==> config.mk <==
export PLATFORM = sky130hd
export DESIGN_NAME = sbpp_div_cell
export DESIGN_NICKNAME = d
export VERILOG_FILES = /design/src/sv/assert_macros.svh /design/src/sv/sbpp_pkg.sv /design/src/sv/sbpp_div_cell.sv
export SDC_FILE = /design/constraint.sdc
export NUM_CORES = 1
export LEC_CHECK = 0
export BUFFER_PORTS_ARGS = -buffer_cell sky130_fd_sc_hd__buf_2
export CAP_MARGIN = 20
export CORE_AREA = 2 2 252 254
export CTS_BUF_LIST = sky130_fd_sc_hd__clkbuf_2 sky130_fd_sc_hd__clkbuf_4 sky130_fd_sc_hd__clkbuf_8
export DETAILED_ROUTE_END_ITERATION = 12
export DIE_AREA = 0 0 254 256
export HOLD_SLACK_MARGIN = 0.08
export PLACE_DENSITY = 0.6
export SYNTH_ARGS = -nofsm -noshare
export SYNTH_HDL_FRONTEND = slang
export SYNTH_SLANG_ARGS = --single-unit
export TNS_END_PERCENT = 30
==> constraint.sdc <==
create_clock -name aclk -period 3.7 [get_ports aclk]
set_input_delay 0.555 -clock aclk [delete_from_list [all_inputs] [get_ports aclk]]
set_output_delay 0.555 -clock aclk [all_outputs]
set_load 0.1 [all_outputs]
==> src/sv/assert_macros.svh <==
// Assertion macros for the point projector; all use aclk and aresetn.
`ifndef ASSERT_MACROS_SVH
`define ASSERT_MACROS_SVH
`ifndef SYNTH
`define SBPP_ASSERT(lbl, expr) \
    lbl: assert property (@(posedge aclk) disable iff (!aresetn) (expr)) \
        else $error("sbpp check failed");
`define SBPP_ASSERT_IMP(lbl, ante, cons) \
    lbl: assert property (@(posedge aclk) disable iff (!aresetn) (ante) |-> (cons)) \
        else $error("sbpp check failed");
`else
`define SBPP_ASSERT(lbl, expr)
`define SBPP_ASSERT_IMP(lbl, ante, cons)
`endif
`endif

==> src/sv/sbpp_pkg.sv <==
`timescale 1ns / 1ps
package sbpp_pkg;
    localparam int LANES = 3;
    localparam int SQ_CELLS = 32;
    localparam int DV_CELLS = 31;
    localparam logic [30:0] BONE_RESET = 31'd65536;
    localparam logic [61:0] ROUND_HALF = 62'd1 << 29;

    typedef struct packed {
        logic [LANES-1:0][31:0] base;
        logic [LANES-1:0]       neg;
        logic                   deg;
    } pld_t;

    typedef struct packed {
        logic                   v;
        logic [63:0]            sum;
        logic [32:0]            rem;
        logic [31:0]            root;
        logic [LANES-1:0][30:0] mag;
        pld_t                   pld;
    } sq_t;

    typedef struct packed {
        logic                   v;
        logic [31:0]            n;
        logic [LANES-1:0][32:0] rem;
        logic [LANES-1:0][30:0] q;
        pld_t                   pld;
    } dv_t;
endpackage

==> src/sv/sbpp_div_cell.sv <==
`timescale 1ns / 1ps
module sbpp_div_cell
    import sbpp_pkg::*;
(
    input  logic aclk,
    input  logic aresetn,
    input  logic en,
    input  dv_t  d_in,
    output dv_t  d_out
);
    dv_t         d_reg;
    dv_t         d_next;
    logic [32:0] diff;
    logic        ge;

    // one quotient bit per lane per cell
    always_comb begin
        d_next = d_in;
        diff   = '0;
        ge     = 1'b0;
        for (int i = 0; i < LANES; i++) begin
            ge   = d_in.rem[i] >= {1'b0, d_in.n};
            diff = ge ? 33'(d_in.rem[i] - {1'b0, d_in.n}) : d_in.rem[i];
            d_next.rem[i] = {diff[31:0], 1'b0};
            d_next.q[i]   = {d_in.q[i][29:0], ge};
        end
    end

    always_ff @(posedge aclk) begin
        if (!aresetn) begin
            d_reg.v <= 1'b0;
        end else if (en) begin
            d_reg.v <= d_next.v;
        end
    end

    always_ff @(posedge aclk) begin
        if (en) begin
            d_reg.n   <= d_next.n;
            d_reg.rem <= d_next.rem;
            d_reg.q   <= d_next.q;
            d_reg.pld <= d_next.pld;
        end
    end

    assign d_out = d_reg;
endmodule
== Yosys cells after proc, flatten, opt, wreduce, memory -nomap -nowiden ==
Index checks and enable logic that the tools add are counted.
Operators by class
  $lt $le $gt $ge: 3
  mux-type cells: 3
  add/subtract/negate cells: 3
Operator list (count)
  33-bit by 32-bit greater-or-equal comparator with 1-bit output: 3
  32-bit 2-to-1 mux: 3
  32-bit subtractor: 3
Word-level totals
  bits in registers: 322
  logic and storage cells: 22
  input port bits: 328
  output and inout port bits: 325

== Logic depth before layout (Yosys ltp) ==
  word-level depth: 2
  gate-level depth with buffers: 13
  gate-level depth less buffers: 11

== Least setup slack after synthesis ==
Ideal clock, no wire load.
  path type: in2reg
  start: input d_in[295] (netlist bit)
  end: register d_reg, in the netlist d_out[270], data pin
  stages: 11
  setup time: 0.260 ns
  path slack: 0.689 ns
  path buffers: 1
  required time: 3.440 ns
  arrival time: 2.751 ns
  path through: inv_1 -> ha_1 -> and3_1 -> o21a_1 -> o31a_1 -> o31a_1 -> a21bo_1 -> o41ai_2 -> inv_2 -> buf_6 -> mux2_4
RTL lines
  from (decl): RTL line sbpp_div_cell.sv:8  | input dv_t d_in,
  to (decl): RTL line sbpp_div_cell.sv:11  | dv_t d_reg;

==> results.ini <==
[outcome]
outcome = finished, final reports clean

[floorplanning]
die_h_um = 256
ios = 653
start_util_pct = 26.37
fp.dieW_um = 254
core_area_um2 = 62390
rows = 92
dieArea_um2 = 65020

[power_and_ir_drop]
power_frac_seq_pct = 33.9
powerDensity_nw_per_um2 = 555.0
switchingPower_mw = 5.865
combPwrFrac_pct = 38.1
ir_drop_mv = 0.4301
leakage_nw = 10.62
p_int_mw = 7.746
swShare_pct = 43.09
clkPwrFrac_pct = 28.0

[hold_path]
hold_path_class = in2reg
hold_end = d_out[198]
hold_depth = 2
min-delay-start = d_in[197]

[routing]
wl_per_cell_um = 24.47
drt_wl_total_um = 78820
first_iter_violations = 1129
first_pass_iters = 5
vias = 15300
drcViolationCount = 0
ant_nets = 0
viasPerCell = 4.750

[place]
place_congestion = 0.8929
io_buffers = 646
dpl.hpwl_um = 62800

[critical_path]
cp_top_family = buffers and inverters
r2r_slack_ns = 3.10
arrival_ns = 3.94
r2r_start = d_out[324]
crit_path_frequent_cell = o31a_1
crit_buf_inv = 5
cp-start-kind = primary input
reg2reg_to = d_out[324]
crit_chain = dlygate4sd3_1, buf_2, inv_1, ha_1, and3_1, o21a_1, o31a_1, o31a_1, a21bo_1, o41ai_2, inv_2, buf_4, mux2_4
crit_path_max_incr_delay_ns = 0.59
r2r_cells = 2
cp_max_fo = 16
crit_type = in2reg
required_ns = 4.10
cpMaxStageDelayCell = dlygate4sd3_1
endpoint_kind = flop

[sta]
hold_viol_final = 0
worstMarginPinSlew_ns = 0.7388
rsz0062_at_grt = no
maxSlewViolCount = 0
final-setup-viol-count = 0
slew_headroom_pct = 50.75
fmax_mhz = 282.6
fin_crit_ns = 3.539
finalCritPeriodShare_pct = 95.64
tns_ns = 0
fin_worst_skew_ns = 0
hold_ws_ns = 0.1942

[final_layout]
area_growth_syn_to_layout_pct = 49.08
largest_register_ffs = 322
fillerInstances = 6124
finish.utilization_pct = 39.31
drive_gt1_share_pct = 34.83
num-nets-final = 2742

[synth]
ys.flop_type = edfxtp_1
syn-cell-area_um2 = 16450
yosys-top-cells-area = edfxtp_1 59%, ha_1 7.3%, a21oi_1 3.8%, o21ai_0 3.0%, nor2_1 2.5%
ys_ff_latch = 322
synth_enable_flop_cells = 321
synth_top_area_share_pct = 58.59
yosys.area.top_type = edfxtp_1
yosys_warnings = 0
ys_async_sr_fraction_pct = 0
synth.distinct_cells = 76
yosysSeqAreaShare_pct = 58.72
syn_area_per_cell_um2 = 11.88
syn_inst = 1385

[job]
drv_cap = 0

[clock_network]
cts_root_buffer = clkbuf_8
postCtsResizedCells = 0
cts_tree = done
htree_levels = 2
cts_sinks = 322
path_clk_slew_ns = 0.07
insertion_delay_ns = 0.65
clockBufferDepth = 3
cts-buffers-inserted = 59

[global_route]
grt_pass1_wl_um = 110000
grt_pass1_vias = 15380
grt.total_usage_pct = 23.48
antenna_found_initial = 28
grt-ovfl-total = 0
grt_max_degree = 77

[power groups by stage]
stage | clock network (mW) | registers (mW) | logic, mW
after detailed placement | 0 | 4.67 | 4.97
after CTS | 3.92 | 4.61 | 5.20
after floorplan | 0 | 7.37 | 1.07
final | 3.81 | 4.61 | 5.19
after global placement | 0 | 4.68 | 4.97
after global routing | 4.10 | 4.64 | 5.40
[placed cells by master (no fill, tap or decap), drive strengths merged, types with 5 or more instances in the layout]
master         n
o211ai         5
nor2         108
dlygate4sd3  222
o21a          17
or2            6
diode         15
clkinv        21
edfxtp       321
a41oi          7
nand2b        12
and3          10
ha            96
a31oi         17
or3            5
bufinv         7
clkbuf        75
xor2          31
a21boi         5
o31ai         14
nand2        106
mux2          13
o21bai        13
buf          699
nand4         23
xnor2         39
a21o          44
a21oi        126
nor3          20
inv           68
a211oi         6
and2           7
o31a           8
nand3         22
nor2b         14
o21ai         99
nor4           6
[Yosys cell counts, drive strengths merged, types with 3 or more instances]
library cell and count:
xnor2 39, nor4 6, o22ai 3, nor3 20, o21ai 99, edfxtp 321, a41oi 7, nor2b 14
a21oi 126, fa 3, nor2 108, nor3b 3, o211ai 5, ha 96, xor2 31, o31a 8
a221oi 3, mux2 13, and2 7, nand2 106, and3 10, a311o 3, o21bai 13, a21o 44
inv 67, nand3 22, or3 5, a31oi 17, o2111ai 3, nand4 23, nand2b 12, o41ai 3
a211oi 6, buf 24, mux2i 4, clkbuf 30, o31ai 14, o21a 17, or2 6, nand3b 4
a31o 4, a211o 3, a21boi 5
[worst max path at each step]
stage                         start          to  slack, ns  cells after the start
after floorplan           d_in[295]  d_out[270]       0.69                     11
after global placement    d_in[295]  d_out[248]       0.13                     11
after detailed placement  d_in[295]  d_out[248]       0.07                     11
after CTS                 d_in[295]  d_out[248]       0.09                     12
after global routing      d_in[295]  d_out[248]       0.06                     12
final                     d_in[296]  d_out[283]       0.16                     13
[repair_timing]
item	4_1_cts	5_1_grt
setup buffers	0	0
hold buffers	221	1
hold endpoints to repair	221	1
setup endpoints to repair	0	3
[per-stage QoR]
step	total power, mW	worst slack, ns	instance area, µm²	instances
2_1_floorplan	8.437	0.6888	16460	1387
3_3_place_gp	9.642	0.1284	20990	2878
3_5_place_dp	9.646	0.07397	20990	2878
4_1_cts	13.73	0.09127	24480	3205
5_1_grt	14.15	0.05988	24500	3210
6_report	13.61	0.1613	24520	3221
[kinds of logic (layout without fill, tap and decap cells)]
group	Yosys count	after routing	synth area share, %
xor+xnor	70	70	3.727
mux	17	17	1.247
compound gates	405	405	15.63
buf+inv	121	1094	3.126
fa+ha+maj	99	99	7.667
flops	322	322	58.72
simple gates	350	350	9.865
other cells	1	18	0.02280
[routing by layer]
metal  track usage [%]  routed length, µm  vias up
li1                  -                  -     7112
met1             26.76              29940     7303
met2             40.14              38260      694
met3             6.458               6298      168
met4             11.78               4183       22
met5                 0                139        -
[worst reg2reg max path, stage by stage (launching register included)]
cell and delay, ns:
dfxtp_1 0.30, mux2i_1 0.13, nor2b_1 0.06
[final cells by class]
type	count	area, µm²	area share, %
Antenna cell	15	37.54	0.1531
Clock buffer	75	938.4	3.826
Clock inverter	31	335.3	1.367
Inverter	67	251.5	1.025
Multi-Input combinational cell	944	6294	25.66
Sequential cell	322	9659	39.39
Tap cell	846	1059	4.316
Timing Repair Buffer	921	5951	24.26
Note: power is estimated with default switching activity, not from simulation.
