## src/sv/assert_macros.svh

```systemverilog
// Assertion macros for the point projector; all use aclk and aresetn.
`ifndef ASSERT_MACROS_SVH
`define ASSERT_MACROS_SVH
`ifndef SYNTH
`define SBPP_ASSERT(lbl, expr) \
    lbl: assert property (@(posedge aclk) disable iff (!aresetn) (expr)) \
        else $error("sbpp check failed");
`define SBPP_ASSERT_IMP(lbl, ante, cons) \
    lbl: assert property (@(posedge aclk) disable iff (!aresetn) (ante) |-> (cons)) \
        else $error("sbpp check failed");
`else
`define SBPP_ASSERT(lbl, expr)
`define SBPP_ASSERT_IMP(lbl, ante, cons)
`endif
`endif

```

## src/sv/sbpp_pkg.sv

```systemverilog
`timescale 1ns / 1ps
package sbpp_pkg;
    localparam int LANES = 3;
    localparam int SQ_CELLS = 32;
    localparam int DV_CELLS = 31;
    localparam logic [30:0] BONE_RESET = 31'd65536;
    localparam logic [61:0] ROUND_HALF = 62'd1 << 29;

    typedef struct packed {
        logic [LANES-1:0][31:0] base;
        logic [LANES-1:0]       neg;
        logic                   deg;
    } pld_t;

    typedef struct packed {
        logic                   v;
        logic [63:0]            sum;
        logic [32:0]            rem;
        logic [31:0]            root;
        logic [LANES-1:0][30:0] mag;
        pld_t                   pld;
    } sq_t;

    typedef struct packed {
        logic                   v;
        logic [31:0]            n;
        logic [LANES-1:0][32:0] rem;
        logic [LANES-1:0][30:0] q;
        pld_t                   pld;
    } dv_t;
endpackage

```

## src/sv/sbpp_sqrt_cell.sv

```systemverilog
`timescale 1ns / 1ps
module sbpp_sqrt_cell
    import sbpp_pkg::*;
(
    input  logic aclk,
    input  logic aresetn,
    input  logic en,
    input  sq_t  d_in,
    output sq_t  d_out
);
    sq_t         d_reg;
    sq_t         d_next;
    logic [34:0] rem_sh;
    logic [34:0] trial;
    logic        ge;

    // one root bit per cell
    always_comb begin
        rem_sh = {d_in.rem, d_in.sum[63:62]};
        trial  = {1'b0, d_in.root, 2'b01};
        ge     = rem_sh >= trial;
        d_next = d_in;
        d_next.sum  = {d_in.sum[61:0], 2'b00};
        d_next.rem  = ge ? 33'(rem_sh - trial) : rem_sh[32:0];
        d_next.root = {d_in.root[30:0], ge};
    end

    always_ff @(posedge aclk) begin
        if (!aresetn) begin
            d_reg.v <= 1'b0;
        end else if (en) begin
            d_reg.v <= d_next.v;
        end
    end

    always_ff @(posedge aclk) begin
        if (en) begin
            d_reg.sum  <= d_next.sum;
            d_reg.rem  <= d_next.rem;
            d_reg.root <= d_next.root;
            d_reg.mag  <= d_next.mag;
            d_reg.pld  <= d_next.pld;
        end
    end

    assign d_out = d_reg;
endmodule

```

## config.mk

```make
export PLATFORM = sky130hd
export DESIGN_NAME = sbpp_sqrt_cell
export DESIGN_NICKNAME = d
export VERILOG_FILES = /design/src/sv/assert_macros.svh /design/src/sv/sbpp_pkg.sv /design/src/sv/sbpp_sqrt_cell.sv
export SDC_FILE = /design/constraint.sdc
export NUM_CORES = 1
export LEC_CHECK = 0
export ABC_AREA = 1
export BUFFER_PORTS_ARGS = -buffer_cell sky130_fd_sc_hd__buf_2
export CAP_MARGIN = 20
export CORE_AREA = 5 5 247 249
export CTS_CLUSTER_SIZE = 12
export DETAILED_ROUTE_END_ITERATION = 10
export DIE_AREA = 0 0 252 254
export GPL_TIMING_DRIVEN = 0
export PLACE_DENSITY = 0.47
export SKIP_LAST_GASP = 1
export SYNTH_ARGS = -nofsm -noshare
export SYNTH_HDL_FRONTEND = slang
export SYNTH_SLANG_ARGS = --single-unit
```

## constraint.sdc

```tcl
create_clock -name aclk -period 4.2 [get_ports aclk]
set_clock_uncertainty 0.15 [all_clocks]
set_input_delay 0.42 -clock aclk [delete_from_list [all_inputs] [get_ports aclk]]
set_output_delay 0.42 -clock aclk [all_outputs]
set_load 0.1 [all_outputs]
```

* Yosys cells after proc, flatten, opt, wreduce, memory -nomap -nowiden
Cells that the tools add are included.
** Operators by class
- Add/sub/neg operators :: 1
- Order comparisons :: 1
- Muxes and demuxes :: 1
** Operators by type and width (count)
- 35-bit by 34-bit greater-or-equal comparator with 1-bit output :: 1
- 33-bit two-way mux :: 1
- 33-bit subtractor :: 1
** Word-level totals
- Bits in registers :: 321
- Input port bits :: 326
- Output and inout port bits :: 323
- Word-level logic and storage cells :: 15

* Logic depth before layout (Yosys ltp)
Gate-level depths: netlist of the first run.
- Word-level depth :: 2
- Depth in mapped cells :: 16
- Gate-level depth less buffers :: 15

* Worst setup path before layout of the first run
Ideal clock, no wire load.
- Kind :: input-to-reg
- Start :: input port d_in[201] (netlist name)
- End :: register d_reg, in the netlist d_out[256], data pin
- Setup time :: 253 ps
- Data arrival time :: 1752 ps
- Required time :: 3797 ps
- Path slack :: 2045 ps
- Stages :: 15
- Path buffers :: 1
- Path through :: inv_1 > ha_1 > nand2_1 > inv_2 > nand2_1 > nand2_1 > inv_2 > nand2_1 > nand2_1 > nand3_1 > nand2_2 > nand2_4 > buf_4 > nand3_1 > nand2_1
** RTL lines
- start: declaration :: RTL line sbpp_sqrt_cell.sv:8 : input sq_t d_in,
- end: declaration :: RTL line sbpp_sqrt_cell.sv:11 : sq_t d_reg;

==> results.md, run 1 <==
- Syn-to-layout area delta: 68.2%
- Crit path kind: input port to flop
- Synth top area share: 0.749
- DRT antenna net count: 0
- Final #Nets: 2,371
- Largest net degree at the start of global routing: 97
- Number of global-route vias before repair: approximately 12,000
- Clock sinks: 321
- Top cell type by total area after synthesis: edfxtp_1
- Total of fill cells in the finished design: around 5,900
- Status: complete, no violations
- Clock H-tree levels: 2
- Core box area: 58,500 um2
- Crit end category: flop
- Die X: 252 um
- Worst endpoint data arrival time: 2970 ps
- Slew Limit Fails: 0
- Worst Path Required: 4330 ps
- Setup crit start kind: input port
- Crit Path Max Fanout: 10
- Slew @ Worst Pin: 704 ps
- Vias: 11,300
- Layout cell share with drive strength beyond 1: 0.363
- Clk buf depth: 3
- Routed WL: 63.6 mm
- Setup Viol. Count Final: 0
- Most common cell after layout, fill and taps aside: buf_2
- Final hold violation count: 0
- Placed inst area: around 17,000 um2
- Drt wl/cell: 22.5 um
- DRC: 0
- Peak VDD IR: ~0.3 mV
- Post-Syn Instances: 1,011
- Synth Cell Area: around 13,000 um2
- Post-CTS resize count: 0
- CTS Buf Count: 41
- Most frequent cells in the layout: buf_2, nand2_1, edfxtp_1
- First-pass GRT wire length: 85.5 mm
- Post-route cell area: 21,600 um2
- Register-to-register setup slack: roughly 2800 ps
- Drt initial violations: 649
- DP HPWL: around 50 mm
- Synth unique cells: 28
- P_leak: 9.96 nW
- #FFs+latches synth: 321
- Post-CTS Setup Inserts: 0
- RSZ-0062 raised after global routing: no
- Starting Density: 0.220
- Final period demand of the worst path: 2840 ps
- Drt pass-1 iters: 4
- Register area share after synthesis: 0.750
- P per Cell Area: around 500 nW/um2
- Worst Setup SP: d_in[210]
- Post-CTS Hold Fix Bufs: 307
- Std cell rows: 89
- RR Startpoint: d_out[322]
- HP Class: input port to flop
- Synth area leaders: edfxtp_1, nand2_1, inv_1
- Clk_lat worst skew: about 540 ps
- Fmax: 353 MHz
- Slew margin rel.: 0.531
- Vias per cell: 4.01
- Syn_area_per_cell: about 13 um2
- Critical hold path startpoint: d_in[228]
- Max reg flops: 321
- Syn. warnings: 0
- Gr ovfl total: 0
- Initial antenna violation count: 27
- IO Port Bufs: 646
- # placed instances: about 2,400
- GRT Util Overall: 0.187
- Period utilization: 0.675
- Die H: 254 um
- I/O pin cnt: 649
- Post-Layout Cell Count: ~2,800
- Placer Congestion: 0.910
- Max-Cap Viols: 0
- DIE AREA: 64,000 um2
- CTS Root Buffer Type: clkbuf_16
- CTS tree: built
- Fin util: 0.369
- Clock transition at path regs: 60 ps
per-stage QoR:
step	hold WS, ps	setup WS [ps]	power (mW)	TNS (ps)
2_1_floorplan	363	2040	6.34	0
3_3_place_gp	380	-2550	7.13	-756100
3_5_place_dp	394	1390	7.11	0
4_1_cts	3.45	1350	11.0	0
5_1_grt	28.3	1180	11.3	0
6_report	41.7	1360	10.9	0
Yosys cell counts, drive strengths merged:
cell	n
o211a	1
nand3	40
nand3b	10
conb	1
and3	1
inv	161
ha	34
nand2	330
nor3	9
and2	7
o21ai	3
edfxtp	320
or2	1
dfxtp	1
a21oi	22
buf	8
xor2	14
a21o	1
nand4	4
nor2	43
final timing paths:
check	end	cells past startpoint
setup / recovery	d_out[245]	16
hold / removal	d_out[230]	3
setup reg to reg	d_out[322]	3
hold reg to reg	d_out[322]	3
critical path, cell delays in order:
cell           delay (ps)
dlygate4sd3_1         590
buf_2                 210
inv_1                  60
ha_1                  380
nand2_1               170
nor2_1                200
nand2_1               100
nor2_1                130
nand2_1                90
nand3_2                70
nor2_2                 50
nand2_4               140
inv_4                  70
buf_6                 150
nand2_1                60
nand2_1                80
kinds of logic after synthesis:
group / synth area share
AOI/OAI and AO/OA: 0.0111
adders and majority gates: 0.0331
and+or+nand+nor: 0.143
DFF: 0.750
xor gates and xnor gates: 0.00955
buffers and inverters: 0.0528
other: 0.000292
cell type report:
type / instances / area, um2 / share of cell area
clock inverter: 27 / 299 / 0.0139
tap: 773 / 967 / 0.0448
clock buffer: 48 / 1050 / 0.0488
antenna: 12 / 30.0 / 0.00139
multi-input combinational: 522 / 2530 / 0.117
timing repair buffer: 956 / 6400 / 0.296
buffer: 8 / 71.3 / 0.00330
sequential: 321 / 9630 / 0.446
inverter: 161 / 607 / 0.0281
metal layers:
| metal | part of all wire | global-route usage | wire length [um] |
|---|---|---|---|
| met1 | 0.37 | 0.208 | 23500 |
| met2 | 0.48 | 0.317 | 30900 |
| met3 | 0.095 | 0.0767 | 6020 |
| met4 | 0.049 | 0.0806 | 3100 |
| met5 | 0.0027 | 0 | 173 |
power by group:
part	leakage [nW]	internal, mW	switching, mW	total (mW)
logic	6.16	0.633	2.72	3.36
clock network	0.663	2.17	1.42	3.58
registers	3.14	3.85	0.0697	3.92
(Power assumes the default switching activity.)
==> inputs of run 2 (changes only) <==
Clock period 4.2 ns to 2.86 ns, I/O delays scaled along.
==> run 2 against run 1 <==
Sequential share of layout area decreased by 0.26 points. Worst setup slack worse by 1200 ps. Worst hold slack improved by 14 ps. Utilization increased by 0.22 points. First-iteration DRC count fell by 2.2%. Total power rose by 47%. Non-clock buffer count increased by 13. Flip-flop and latch count unchanged. Clock power increased by 47%. Global-route usage hardly changed. Die area is the same.
==> results.md, run 2 (same netlist as run 1, synthesis figures left out) <==
- Status: complete, no violations
- RSZ-0062 raised after global routing: no
- DRC: 0 (unchanged)
- CTS Root Buffer Type: clkbuf_16
- Routing usage on met1: 0.208 (about the same)
- GRT Util Overall: 0.187 (about the same)
- Clk_lat worst skew: 540 ps (about the same)
- Number of global-route vias before repair: 11,800 (+0.51%)
- Post-Layout Cell Count: 2,839 (+0.39%)
- P_leak: 10.0 nW (+0.54%)
- First-pass GRT wire length: 85.7 mm (+0.23%)
- Clock H-tree levels: 2 (unchanged)
- Clock transition at path regs: 60 ps (about the same)
- CP peak stage delay: 590 ps (about the same)
- Slew Limit Fails: 0 (unchanged)
- Crit path top cell by count: nand2_1
- Critical path buffer and inverter count: 5 (unchanged)
- Syn-to-layout area delta: 69.2%
- Crit end category: flop
- Final period demand of the worst path: ~2700 ps
- Post-CTS Setup Inserts: 0 (unchanged)
- Top Usage Layer GRT: met2
- Drt pass-1 iters: 5 (+1)
- Final hold violation count: 0 (unchanged)
- Register-to-register setup slack: 1480 ps (-1340 ps)
- HP Class: input port to flop
- IO Port Bufs: 646 (unchanged)
- Final #Nets: 2,384 (+0.55%)
- DP HPWL: 51.5 mm (unchanged)
- Fmax: about 370 MHz
- I/O pin cnt: 649 (unchanged)
- Sw frac: 0.388 (about the same)
- DIE AREA: 64,000 um2 (unchanged)
- Fin util: 0.371 (+0.00218)
- Clock sinks: 321 (unchanged)
- # placed instances: 2,434 (unchanged)
- Period utilization: 0.935
- CTS Buf Count: 41 (unchanged)
- Pint: 9.78 mW (+47%)
- CTS tree: built
- Routed WL: 63.7 mm (+0.13%)
- Drt initial violations: 635 (-2.2%)
- Comb pwr share: 0.310 (about the same)
- P_sw: 6.19 mW (+47%)
- Slew margin rel.: 0.528 (-0.00219)
- Largest net degree at the start of global routing: 97 (unchanged)
- Crit path kind: input port to flop
- Most common cell after layout, fill and taps aside: buf_2
- P per Cell Area: 735 nW/um2 (+46%)
- Max-Cap Viols: 0 (unchanged)
- Gr ovfl total: 0 (unchanged)
- Slew @ Worst Pin: 707 ps (+3.29 ps)
- Starting Density: 0.220 (unchanged)
- Worst Path Required: 2990 ps (-1340 ps)
- Tot Pwr: 16.0 mW (+47%)
- Most frequent cells in the layout: buf_2, nand2_1, edfxtp_1, dlygate4sd3_1, inv_1
- Initial antenna violation count: 27 (unchanged)
- Seq pwr share: 0.360 (about the same)
- Setup crit start kind: input port
- Core box area: 58,500 um2 (unchanged)
- Slowest cell on crit path: dlygate4sd3_1
- Vias per cell: 4.01 (about the same)
- CP Cell Sequence: dlygate4sd3_1 -> buf_2 -> inv_1 -> ha_1 -> nand2_1 -> nor2_2 -> nand2_1 -> nor2_1 -> nand2_1 -> nand3_2 -> nor2_2 -> nand2_4 -> inv_4 -> buf_6 -> nand2_1 -> nand2_1
- Clk buf depth: 3 (unchanged)
- Layout cell share with drive strength beyond 1: 0.361 (-0.00181)
- Drt wl/cell: 22.4 um (-0.26%)
- Die X: 252 um (unchanged)
- Placer Congestion: 0.910 (unchanged)
- DRT antenna net count: 0 (unchanged)
- Grt met2 use: 0.318 (+0.000616)
- Setup Viol. Count Final: 0 (unchanged)
- Worst endpoint data arrival time: 2810 ps (-160 ps)
- Met3 Use GR: 0.0766 (-0.000102)
- Die H: 254 um (unchanged)
- Peak VDD IR: 0.436 mV (+47%)
- Cell family with the largest share of critical-path delay: buffers and inverters
- Vias: 11,400 (+0.36%)
- Max reg flops: 321 (unchanged)
- Std cell rows: 89 (unchanged)
- Clock Power Share: 0.330 (about the same)
- Crit Path Max Fanout: 10 (unchanged)
run 2: cell types whose count changed in the layout (fill, tap and decap cells not counted):
cell,before,now
dlygate4sd3_1,307,320
diode_2,12,10
nor2_1,38,37
nor2_2,5,6
run 2: path summary, 6_finish.rpt:
path                            startpoint          to  depth (start not counted)
worst max-delay path             d_in[210]  d_out[245]                         16
worst min-delay path                    en  d_out[253]                          1
worst max register to register  d_out[322]  d_out[322]                          3
worst min register to register  d_out[322]  d_out[322]                          3
run 2: area by class of cell:
cell class / count / area [um2]
fill: 5871 / 36800
sequential: 321 / 9630
timing repair buffer: 969 / 6530
multi-input combinational: 522 / 2530
clock buffer: 48 / 1050
tap: 773 / 967
inverter: 161 / 607
clock inverter: 27 / 299
buffer: 8 / 71.3
antenna: 10 / 25.0
run 2: per-stage QoR:
step           hold WS, ps  instance area, um2  setup WS, ps  setup TNS (ps)
5_1_grt               71.2               21700          2.30               0
2_1_floorplan          229               12800           839               0
3_5_place_dp           314               17100           181               0
3_3_place_gp           313               17000         -3750        -1143230
4_1_cts               34.5               21700           144               0
6_report              55.7               21700           185               0
run 2: worst reg2reg max path, delay by kind of cell, from the launching register on:
kind	cells	cell delay (ps)
compound gates	2	210
buf+inv	1	590
flops	1	300
run 2: routing by layer:
layer / share of wire / up-vias / routed length (um)
met5: 0.0027 / - / 173
met4: 0.049 / 26 / 3120
met3: 0.092 / 121 / 5850
met2: 0.49 / 434 / 30900
met1: 0.37 / 5382 / 23700
li1: - / 5409 / -
run 2: what timing repair did:
action,4_1_cts,5_1_grt
endpoints found under the setup margin,0,12
resized for setup,0,1
hold buffers,320,0
endpoints found under the hold margin,319,0
run 2: power by group through the flow:
| stage | Sequential, mW | Combinational (mW) | Clock (mW) |
|---|---|---|---|
| finish | 5.75 | 4.95 | 5.27 |
| global route | 5.78 | 5.14 | 5.64 |
| CTS | 5.75 | 5.00 | 5.44 |
| detailed placement | 5.84 | 4.59 | 0 |
| global placement | 5.89 | 4.58 | 0 |
| floorplan | 8.77 | 0.533 | 0 |
